==> config.mk <==
export PLATFORM = sky130hd
export DESIGN_NAME = uch_decoder
export DESIGN_NICKNAME = d
export VERILOG_FILES = /design/src/rtl/core/uch_pkg.sv /design/src/rtl/core/uch_decoder.sv
export SDC_FILE = /design/constraint.sdc
export NUM_CORES = 1
export LEC_CHECK = 0
export ABC_CLOCK_PERIOD_IN_PS = 9600
export BUFFER_PORTS_ARGS = -buffer_cell sky130_fd_sc_hd__buf_4
export CAP_MARGIN = 25
export CORE_ASPECT_RATIO = 1.2
export CORE_MARGIN = 10
export CORE_UTILIZATION = 31
export DETAILED_ROUTE_END_ITERATION = 10
export PLACE_DENSITY_LB_ADDON = 0.3
export SETUP_SLACK_MARGIN = 0.4
export SLEW_MARGIN = 25
export SYNTH_ARGS = -nofsm -noshare
export SYNTH_HDL_FRONTEND = slang
export SYNTH_SLANG_ARGS = --single-unit
==> constraint.sdc <==
create_clock -name clk -period 9.6 [get_ports clk]
set_input_delay 0.96 -clock clk [delete_from_list [all_inputs] [get_ports clk]]
set_output_delay 0.96 -clock clk [all_outputs]
set_load 0.05 [all_outputs]
==> src/rtl/core/uch_pkg.sv <==
package uch_pkg;

    // Histogram geometry
    localparam int TABLE_DEPTH = 65536;   // 128 .. 1114112
    localparam int COUNT_WIDTH = 32;      // 8 .. 64
    localparam int ADDR_W      = $clog2(TABLE_DEPTH);
    localparam int CP_W        = 31;

    localparam logic [CP_W-1:0]   TABLE_LIMIT = CP_W'(TABLE_DEPTH);
    localparam logic [ADDR_W-1:0] LAST_ADDR   = ADDR_W'(TABLE_DEPTH - 1);

    typedef logic [ADDR_W-1:0]      addr_t;
    typedef logic [COUNT_WIDTH-1:0] cnt_t;

    typedef enum logic [2:0] {
        ST_PARTIAL      = 3'd0,
        ST_COUNTED      = 3'd1,
        ST_OUT_OF_TABLE = 3'd2,
        ST_INVALID      = 3'd3,
        ST_READ         = 3'd4
    } status_t;

    // What the histogram stage has to do with an item
    typedef enum logic [1:0] {
        OP_NONE  = 2'd0,
        OP_COUNT = 2'd1,
        OP_READ  = 2'd2
    } op_t;

    typedef struct packed {
        op_t             op;
        status_t         status;
        logic [CP_W-1:0] code_point;
        addr_t           addr;
    } req_t;

    typedef struct packed {
        status_t         status;
        logic [CP_W-1:0] code_point;
        logic [31:0]     count;
    } res_t;

endpackage

==> src/rtl/core/uch_decoder.sv <==
module uch_decoder
(
    input  logic                     clk,
    input  logic                     rst_n,
    input  logic                     step,
    input  logic                     kind,
    input  logic [7:0]               byte_value,
    input  logic [15:0]              query_point,
    output uch_pkg::req_t            req
);

    logic [2:0]              bl_reg;
    logic [2:0]              bl_next;
    logic [uch_pkg::CP_W-1:0] pv_reg;
    logic [uch_pkg::CP_W-1:0] pv_next;

    logic [2:0]               nl;
    logic [4:0]               sh;
    logic [uch_pkg::CP_W-1:0] cont_bits;
    logic [uch_pkg::CP_W-1:0] pv_sum;
    logic [uch_pkg::CP_W-1:0] qp;
    logic                     cp_done;
    logic [uch_pkg::CP_W-1:0] cp_val;

    always_comb
    begin
        nl        = bl_reg - 3'd1;
        sh        = 5'(nl) * 5'd6;
        cont_bits = uch_pkg::CP_W'(byte_value[5:0]) << sh;
        pv_sum    = pv_reg + cont_bits;
        qp        = uch_pkg::CP_W'(query_point);

        bl_next        = bl_reg;
        pv_next        = pv_reg;
        cp_done        = 1'b0;
        cp_val         = '0;
        req.op         = uch_pkg::OP_NONE;
        req.status     = uch_pkg::ST_PARTIAL;
        req.code_point = '0;
        req.addr       = '0;

        if (kind)
        begin
            req.status     = uch_pkg::ST_READ;
            req.code_point = qp;
            if (qp < uch_pkg::TABLE_LIMIT)
            begin
                req.op   = uch_pkg::OP_READ;
                req.addr = qp[uch_pkg::ADDR_W-1:0];
            end
        end
        else if (bl_reg != 3'd0)
        begin
            if (byte_value inside {[8'h80:8'hBF]})
            begin
                bl_next = nl;
                if (nl == 3'd0)
                begin
                    cp_done = 1'b1;
                    cp_val  = pv_sum;
                    pv_next = '0;
                end
                else
                begin
                    pv_next = pv_sum;
                end
            end
            else
            begin
                // bad continuation: lose the partial point and this byte
                bl_next    = 3'd0;
                pv_next    = '0;
                req.status = uch_pkg::ST_INVALID;
            end
        end
        else if (byte_value inside {[8'h00:8'h7F]})
        begin
            cp_done = 1'b1;
            cp_val  = uch_pkg::CP_W'(byte_value);
        end
        else if (byte_value inside {[8'hC0:8'hDF]})
        begin
            bl_next = 3'd1;
            pv_next = uch_pkg::CP_W'(byte_value[4:0]) << 6;
        end
        else if (byte_value inside {[8'hE0:8'hEF]})
        begin
            bl_next = 3'd2;
            pv_next = uch_pkg::CP_W'(byte_value[3:0]) << 12;
        end
        else if (byte_value inside {[8'hF0:8'hF7]})
        begin
            bl_next = 3'd3;
            pv_next = uch_pkg::CP_W'(byte_value[2:0]) << 18;
        end
        else if (byte_value inside {[8'hF8:8'hFB]})
        begin
            bl_next = 3'd4;
            pv_next = uch_pkg::CP_W'(byte_value[1:0]) << 24;
        end
        else if (byte_value inside {[8'hFC:8'hFD]})
        begin
            bl_next = 3'd5;
            pv_next = uch_pkg::CP_W'(byte_value[0]) << 30;
        end
        else
        begin
            // stray continuation, 0xFE or 0xFF
            req.status = uch_pkg::ST_INVALID;
        end

        if (cp_done)
        begin
            req.code_point = cp_val;
            if (cp_val < uch_pkg::TABLE_LIMIT)
            begin
                req.op     = uch_pkg::OP_COUNT;
                req.status = uch_pkg::ST_COUNTED;
                req.addr   = cp_val[uch_pkg::ADDR_W-1:0];
            end
            else
            begin
                req.status = uch_pkg::ST_OUT_OF_TABLE;
            end
        end
    end

    always_ff @(posedge clk or negedge rst_n)
    begin
        if (!rst_n)
        begin
            bl_reg <= 3'd0;
            pv_reg <= '0;
        end
        else if (step && !kind)
        begin
            bl_reg <= bl_next;
            pv_reg <= pv_next;
        end
    end

endmodule

# Yosys cells after proc, flatten, opt, wreduce, memory -nomap -nowiden
# Cells that the tools add are included.
[word_totals] mem_bits_ro=0 reg_bits=34 inputBits=28 n_memories=0 elab_cells=78 latch_bits=0 ramBits=0
[classes] order_cmp=15 n_mux=42 n_shift=1 div_mod_pow=0 mul=1 bitwise=1 n_addsub=2 reduce_logical=13 eq_ne=1
[ops] cell="31-bit two-way mux" n=13
[ops] cell="52-bit two-way mux" n=1
[ops] cell="8-bit >= comparator, second input constant" n=6
[ops] cell="8-bit less-or-equal comparator, second input constant" n=6
[ops] cell="32-bit two-way mux" n=1
[ops] cell="31-bit adder" n=1
[ops] cell="31-bit by 17-bit less-than comparator with 1-bit output, second input constant" n=1
[ops] cell="6-bit by 5-bit left shift with 31-bit output" n=1
[ops] cell="3-bit two-way mux" n=10
[ops] cell="2-bit two-way mux" n=10
[ops] cell="16-bit two-way mux" n=1
[ops] cell="8-bit by 1-bit >= comparator with 1-bit output, second input constant" n=1
[ops] cell="8-bit by 7-bit less-or-equal comparator with 1-bit output, second input constant" n=1
[ops] cell="1-bit logical AND" n=8
[ops] cell="8-bit two-way mux" n=1
[ops] cell="6-bit nonzero test" n=1
[ops] cell="1-bit two-way mux" n=5
[ops] cell="3-bit by 2-bit multiplier with 4-bit output, second input constant" n=1
[ops] cell="4-bit AND reduction" n=1
[ops] cell="3-bit logical NOT" n=1
[ops] cell="3-bit nonzero test" n=1
[ops] cell="3-bit by 1-bit subtractor with 3-bit output, second input constant" n=1
[ops] cell="2-bit inequality test, second input constant" n=1
[ops] cell="1-bit logical NOT" n=1
[ops] cell="1-bit inverter" n=1

# Logic depth before layout (Yosys ltp)
[depth] word_depth=11 ltp_mapped=22 ltp_nobuf=18

# Least setup slack after synthesis
# OpenSTA, ideal clock, no wires.
[synth_path] path_kind="reg2out" from="register bl_reg[0]" to="output req[0] (netlist name)" required_time_ns=8.640 path_slack_ns=2.600 arrival_time_ns=6.040 stages_incl_launch_ff=19 cell_sequence="dfrtp_1 -> clkbuf_1 -> inv_1 -> ha_1 -> xnor2_1 -> fa_1 -> xnor2_1 -> nand2_1 -> nor2_1 -> ha_1 -> a211oi_1 -> o21ai_0 -> and3_1 -> or3b_4 -> and3_1 -> or3_4 -> a2111o_1 -> buf_6 -> o31ai_1"
[synth_rtl] item="from (decl)" line="uch_decoder.sv:12" source="logic [2:0] bl_reg;"
[synth_rtl] item="from (signal assigned)" line="uch_decoder.sv:137" source="bl_reg <= bl_next;"
[synth_rtl] item="to (decl)" line="uch_decoder.sv:9" source="output uch_pkg::req_t req"

==> implementation parameters <==
Parameter                              Value

Clock tree
  Count of clock tree sinks ... 34
  TritonCTS clock tree ... done
  Buffers from clock root to sink, at most ... 2
  Total CTS buffers ... 5
  # H-tree levels ... 2
  Hold buffer count at cts ... 0
  Clock tree root driver cell ... clkbuf_16
  Skew-Pair Late Insertion Delay ... 0.29 ns
  Quantity of gates resized following cts ... 0
  Clock transition at the registers of the reported paths ... 0.06 ns
  Postcts setup bufs ... 0

Global route
  Wire length of the first global-routing pass ... 27810 µm
  Maximum number of pins on one net before global-route repair ... 48
  Initial antenna violation count ... 0
  Global router's overall resource usage ... 17.40%
  Grt ovf ... 0
  Via count of the first global-routing pass ... 5079

Synthesis
  Prevailing post-synth register cell ... dfrtp_1
  EDFF count, synth ... 0
  Sequential area share after synthesis ... 18.71%
  Number of library cell types mapped by synthesis ... 71
  Number of storage elements in the synthesis netlist ... 34
  Per-instance average area after synthesis ... 7.084 µm²
  Nets in the synthesized netlist ... 705
  Fraction of registers with async set/reset ... 100.0%
  Number of warning messages in the yosys log ... 0
  Area of the mapped netlist ... 0.004548 mm²
  Number of instances in the synthesized netlist ... 642

Hold path
  Worst min path class ... reg -> reg
  Hold_sp ... pv_reg[5]

Final layout
  Final core utilization ... 37.08%
  Fraction of layout instances using a drive strength above 1 ... 17.76%
  Filler Cells Inserted ... 1530
  Area growth from synthesis to layout ... 17.52%
  Count of antenna diodes in the layout ... 0
  Non-filler instance count after layout ... 862
  Area taken by multi-input logic gates ... 0.003463 mm²
  Sequential Area ... 850.8 µm²
  Number of flip-flops in the largest register ... 31
  Most frequent standard cell in the layout excluding fill and tap cells ... nand2_1
  Post-route cell area ... 0.005345 mm²
  Final-stage net count ... 749
  Most frequent cells in the layout ... nand2_1 (111), buf_4 (81), nor2_1 (78)

Detailed routing
  Vias per cell ... 5.959
  Initial DRC count ... 444
  Drt pass-1 iters ... 5
  Total via count in the routed design ... 5137
  Total wire length ... 17680 µm
  DRC violation count after routing ... 0
  Antenna Nets Post-Route ... 0
  Routed wirelength normalized by instance count ... 20.51 µm

Job
  Count of max-cap constraint violations ... 0

Timing
  Worst-case clock skew ... 0.007390 ns
  Final hold slack ... 0.4795 ns
  Final setup TNS ... 0 ns
  Fin. Hold Viols ... 0
  RSZ-0062 raised after global routing ... no
  Final critical-path required period ... 8.110 ns
  Fmax ... 0.1233 GHz
  Max-Slew Margin vs Limit ... 35.35%
  Max-slew violation total from the final report ... 0
  Worst Max-Slew Pin Slew ... 0.9698 ns
  Setup violations, final ... 0
  Period utilisation layout ... 84.47%

Critical path
  R2R Path Start ... bl_reg[0]
  Largest stage delay on the critical path ... 0.80 ns
  Cell breakdown of the critical path ... inv_1 -> ha_1 -> fa_1 -> xnor2_1 -> nand2_1 -> nor2_1 -> ha_1 -> a211oi_1 -> o211ai_1 -> a41oi_1 -> o31ai_1 -> xnor2_1 -> o311ai_0 -> a2111o_1 -> o31ai_1 -> buf_4
  Startpoint kind of the worst setup timing path ... flip-flop
  Endpoint class of the critical path ... output pin
  Count of buffer and inverter cells on the critical path ... 2
  Crit path from ... bl_reg[0]
  Worst path top cell family by delay ... compound AO/OA/AOI/OAI gates
  Critical Path Slowest Stage Cell ... a2111o_1
  Required time at the endpoint of the critical path ... 8.64 ns
  Top fanout value on the critical path ... 19
  Classification of the worst setup path ... reg -> out
  CP arrival ... 7.15 ns

Placed design
  Estimated wirelength of the detail-placed design ... 14290 µm
  Final RePlAce weighted congestion ... 0.9429
  Cell area after placement ... 0.005192 mm²
  Cells after DPL ... 854
  Quantity of I/O buffers inserted on ports ... 79

Die
  Starting density of the core ... 31.55%
  Die outline width ... 130.6 µm
  Area of the die ... 0.01994 mm²
  Floorplan Core Area ... 0.01441 mm²
  # rows ... 48
  Number of top-level pins ... 80
  Vertical die dimension ... 152.7 µm

Run status
  Status ... finished clean

Power and ir drop
  Total net switching power ... 1.356 mW
  Combinational group share of total power ... 82.4%
  Switch share ... 63.47%
  Leak pwr ... 2.375 nW
  Share of power burned in registers ... 9.7%
  Internal power ... 0.7803 mW
  Worst voltage drop across the vdd grid ... 0.3882 mV
  Power per standard cell area ... 399.6 mW/mm²
  Clk network pwr share ... 7.9%
## synthesized netlist by cell type, types with 5 or more instances
cell | instances | area share, %
nand2_1 | 111 | 9.2
nor2_1 | 78 | 6.4
a21oi_1 | 42 | 4.6
o21ai_0 | 42 | 4.6
clkbuf_1 | 35 | 2.9
dfrtp_1 | 34 | 19
ha_1 | 33 | 9.1
nand3_1 | 20 | 2.2
xnor2_1 | 18 | 3.5
a22oi_1 | 16 | 2.6
a31oi_1 | 13 | 1.8
o31ai_1 | 12 | 2.0
inv_1 | 11 | 0.91
nand4_1 | 11 | 1.5
nor3_1 | 11 | 1.2
a21o_1 | 9 | 1.5
o211ai_1 | 9 | 1.5
o31ai_2 | 9 | 2.5
a211oi_1 | 8 | 1.3
and3_1 | 7 | 0.96
xor2_1 | 7 | 1.3
nand2b_1 | 6 | 0.83
o21a_1 | 6 | 0.99
o21bai_1 | 5 | 0.83
or2_2 | 5 | 0.69
## logic make-up (layout without fill, tap and decap cells)
group / after synthesis / in the layout / share of synthesized area (%)
AND/OR/NAND/NOR: 274 / 274 / 27.24
AO/OA/AOI/OAI: 209 / 209 / 31.91
buffers and inverters: 57 / 102 / 5.502
adder cells (fa/ha/maj): 35 / 35 / 9.959
flip-flops: 34 / 34 / 18.71
XOR/XNOR: 25 / 25 / 4.814
multiplexers: 8 / 8 / 1.871
## worst reg2reg max path, stage by stage (launching register included)
cell	delay (ns)
dfrtp_1	0.63
inv_1	0.25
ha_1	0.54
fa_1	0.53
xnor2_1	0.58
nand2_1	0.34
nor2_1	0.36
ha_1	0.31
a211oi_1	0.32
o21ai_0	0.22
and3_1	0.25
or3b_4	0.45
and3_1	0.17
o21ai_0	0.42
nand3_1	0.14
a31oi_1	0.21
## metal layers
| layer | GRT usage, % | up-vias | wire length (µm) |
|---|---|---|---|
| met2 | 29.35 | 223 | 8687 |
| met4 | 7.480 | 0 | 605 |
| met1 | 20.97 | 2442 | 7282 |
| met5 | 0 | - | 0 |
| met3 | 2.889 | 46 | 1107 |
| li1 | - | 2426 | - |
## power by group through the flow
stage               Combinational [mW]  Clock (mW)  Sequential [mW]
floorplan                         1.36           0            0.192
global placement                  1.67           0            0.208
detailed placement                1.72           0            0.209
CTS                               1.73       0.170            0.207
global route                      1.91       0.177            0.211
finish                            1.76       0.170            0.207
## stage by stage
stage          setup slack [ns]  total power, mW
6_report                  1.491            2.136
3_5_place_dp              1.946            1.925
4_1_cts                   1.611            2.106
5_1_grt                  0.9471            2.301
3_3_place_gp              1.829            1.882
2_1_floorplan             2.600            1.549
## final cells by class
| type | instances | area share [%] |
|---|---|---|
| Clock buffer | 7 | 2.669 |
| Clock inverter | 1 | 0.09363 |
| Inverter | 12 | 0.8427 |
| Multi-Input combinational cell | 551 | 64.79 |
| Sequential cell | 34 | 15.92 |
| Tap cell | 175 | 4.096 |
| Timing Repair Buffer | 82 | 11.59 |
## final timing paths
check	end	slack, ns	depth (start not counted)
setup reg to reg	pv_reg[25]	3.79	15
min in group asynchronous	pv_reg[4]	0.63	1
hold / removal	pv_reg[5]	0.48	2
hold reg to reg	pv_reg[5]	0.48	2
max in group asynchronous	pv_reg[30]	8.60	1
setup / recovery	req[6]	1.49	16
(Power assumes the default switching activity.)
